### src/design/gbfs_ram.sv
// Generic single-write, single-read RAM with registered read data.
`default_nettype none

module gbfs_ram #(
	parameter int WIDTH = 1,
	parameter int DEPTH = 4
) (
	input  wire logic                     clk,
	input  wire logic                     we,
	input  wire logic [$clog2(DEPTH)-1:0] waddr,
	input  wire logic [WIDTH-1:0]         wdata,
	input  wire logic [$clog2(DEPTH)-1:0] raddr,
	output logic      [WIDTH-1:0]         rdata
);

	logic [WIDTH-1:0] mem_q [DEPTH];
	logic [WIDTH-1:0] rdata_q;

	// Write one entry, register the read
	always_ff @(posedge clk) begin
		if (we) begin
			mem_q[waddr] <= wdata;
		end
		rdata_q <= mem_q[raddr];
	end

	assign rdata = rdata_q;

endmodule

`default_nettype wire
### config.mk
export PLATFORM = sky130hd
export DESIGN_NAME = gbfs_ram
export DESIGN_NICKNAME = d
export VERILOG_FILES = /design/src/design/gbfs_ram.sv
export SDC_FILE = /design/constraint.sdc
export NUM_CORES = 1
export LEC_CHECK = 0
export BUFFER_PORTS_ARGS = -buffer_cell sky130_fd_sc_hd__clkbuf_2
export CORE_AREA = 2 2 39 41
export CTS_CLUSTER_SIZE = 10
export DETAILED_ROUTE_END_ITERATION = 8
export DIE_AREA = 0 0 41 43
export GPL_ROUTABILITY_DRIVEN = 0
export PLACE_DENSITY = 0.4
export SYNTH_ARGS = -nofsm -noshare
export SYNTH_HDL_FRONTEND = slang
export SYNTH_SLANG_ARGS = --single-unit
### constraint.sdc
create_clock -name clk -period 0.9 [get_ports clk]
set_input_delay 0.045 -clock clk [delete_from_list [all_inputs] [get_ports clk]]
set_output_delay 0.045 -clock clk [all_outputs]
set_load 0.01 [all_outputs]
; Word level (Yosys, flattened, before mapping)
; Memory sizes are Yosys's and may differ from the RTL's. A register that Yosys moved wholly into a read port is not among the register bits.
; Index checks and enable logic that the tools add are counted.
[totals]
regBits = 0
ram_bits = 4
in_bits = 7
out_inout_bits = 1
wordCells = 3
mem_count = 1
[memory_table]
columns = name, words, width, read_ports, rd_ports_with_merged_regs, write_ports, line
row1 = mem_q, 4, 1, 1, 1, 1, 16  ; logic [WIDTH-1:0] mem_q [DEPTH];
[op_classes]
n_mux = 2
[ops]
columns = op, count
row1 = 1-bit two-way mux, 2

; Depth between registers and ports, before layout
[depth]
depth_word = 2
ltp_mapped = 1

; Least setup slack after synthesis
; Ideal clock, no wire load.
[synth_timing]
path_kind = register to register
start = mem mem_q[3]
end = reg rdata_q (netlist: rdata), read port of mem_q
setup_time_ns = 0.134
arrival_ns = 0.774
t_required_ns = 0.766
slack_ns = -0.009
stages_incl_launch_ff = 2
n_path_buf = 0
synth_period_minus_slack_ns = 0.909
path_cell_list = edfxtp_1 mux4_2
[synth_lines]
columns = element, line
row1 = "start, declared", 16
row2 = "end, declared", 17  ; logic [WIDTH-1:0] rdata_q;
; No word-level cell between the ends.

; Final worst setup path
[layout_timing]
start = mem mem_q[3]
end = reg rdata_q (netlist: rdata), read port of mem_q
; No word-level cell between the ends.

==> metrics <==
status finished with violations; failing checks setup timing; Hold Vio Cnt, Final 0; crit-path cells mux4_2; fin crit period 0.9409 ns; Rel. slew slack 0.8547; sequential share of the synthesized area 0.7226; Clk Latency, worst-skew pair 0.24 ns; global route total overflow 0; Mapped Area 193.9 um^2; Worst Setup Start Kind flop; largest net degree at the start of global routing 5; commonest cells in the netlist edfxtp_1 (4), and3b_1 (2); drt drc 0; Async S/R FF share, synth 0; CP bufs+invs 0; synth warn 0; largest area contributor in the netlist edfxtp_1; Worst setup EP type flop; Fillers 146; DIE HEIGHT 43 um; GRT Total Usage 0.05268; Die Wd 41 um; Final setup viols 1; grt met3 use 0.06806; top-area cell type share of the netlist area 0.6194; ANT cells 0; Top delay family on crit path multiplexers; first-pass GRT wire length 565 um; Slowest-stage cell, CP mux4_2; Final Skew 0.007116 ns; R2R depth 1; CTS tree yes; Seq cells post-synth 5; layout cells sized above 1 0.5714; Top FF cell, synth edfxtp_1; Clk pin slew, worst setup/hold paths 0.05 ns; CTS Buf Count 3; Clock H-tree levels 1; Cells after DPL 33; DIE AREA 1763 um^2; Syn Nets 17; area of the multi-input gates 53.80 um^2; met2 GRT Util 0.06563; Post-DRT Antenna Nets 0; area delta synth->final 42.58%; FMAX 1.063 GHz; Setup WS post-layout -0.04089 ns; 1st-pass router iterations 2; PortBufs 7; main area contributors after synthesis edfxtp_1 (62%), mux4_2 (12%), dfxtp_1 (10%); WHS Path Cells 1; crit share post-route 1.045; initial core utilization 0.1401; Cell Pwr Density 2043 nW/um^2; via count 130; IO Pins 8; RSZ-0062 raised after global routing yes; Synth Instances 10; hold buffers post-CTS 0; Rows 14; Total Wirelength 309 um; count of unique library cells instantiated by Yosys 6; vias in the first global route 141; Worst Hold Class input port to flop; sequential cell area 140.1 um^2; clk sinks 5; Max FO, Critical Path 1; most frequent cell after synthesis edfxtp_1; crit path kind flop to flop; Hold Worst Slack 0.02282 ns; Max IR drop VDD 0.0005439 V; initial antenna violation count 0; core box area 1384 um^2; Levels on crit path 1; Syn Area/Cell 19.39 um^2; Leak Pwr 0.0001193 uW; setup repair bufs after CTS 0; final cell count without fillers 37; required time worst endpoint 1.01 ns; Worst Max-Slew Pin Slew 0.2174 ns; Max Cap Violations 0; drt wl/cell 8.351 um; Max Transition Viols Final 0; Post-synth EDFFs 4; Data arrival, critical path 1.05 ns; via-per-instance ratio 3.514; Layout Utilization 0.1998; Final nets 29; root buf cell clkbuf_4; CTS max path bufs 2; gr busiest metal met3; GR Layer Usage met1 0.04967; initial drt markers 2; CP max stage delay 0.46 ns
-- final timing paths --
check	start	to	slack, ns
worst max register to register	mem_q[3]	rdata	-0.04
worst min register to register	mem_q[2]	rdata	0.56
worst max-delay path	mem_q[3]	rdata	-0.04
worst min-delay path	wdata	mem_q[1]	0.02
-- power breakdown --
part | internal (uW) | switching (uW)
Sequential | 264 | 2.58
Clock | 161 | 97.7
Combinational | 23.4 | 16.1
-- stage by stage --
stage	setup WS, ns	TNS, ns	power [uW]	area, um^2
detailed placement	-0.03962	-0.03962	311.7	249.0
floorplan	-0.008825	-0.008825	287.2	193.9
global placement	-0.01092	-0.01092	309.2	249.0
CTS	-0.05588	-0.05588	579.7	276.5
global route	-0.08800	-0.08800	596.5	276.5
finish	-0.04089	-0.04089	564.8	276.5
-- layout make-up --
class | instances | share of cell area
well taps | 16 | 0.07240
multi-input cells | 5 | 0.1946
clock inverters | 1 | 0.01810
flip-flops and latches | 5 | 0.5068
repair buffers | 7 | 0.1267
clock buffers | 3 | 0.08145
-- state kept, by name, indices dropped and copies added (netlist names) --
| name | flops |
|---|---|
| rdata | 1 |
| mem_q | 4 |
-- metal layers --
| metal | share of wire | vias to the layer above |
|---|---|---|
| met2 | 0.39 | 8 |
| met3 | 0.17 | 0 |
| met5 | 0 | - |
| met1 | 0.44 | 59 |
| met4 | 0 | 0 |
| li1 | - | 63 |
-- what timing repair did --
action / in CTS / in global routing
pin swaps: 0 / 0
endpoints found under the setup margin: 1 / 1
gates resized for setup: 0 / 0
endpoints found under the hold margin: 0 / 0
-- kinds of logic after synthesis --
family        share of synthesized area
flops                            0.7226
simple gates                     0.1613
mux                              0.1161
-- placed cells by master (no fill, tap or decap), drive strengths merged --
cell type   n
and3        1
and3b       2
clkbuf     10
clkinv      1
dfxtp       1
edfxtp      4
mux4        1
nor3b       1
No activity file was read; power rests on OpenSTA's default activity.
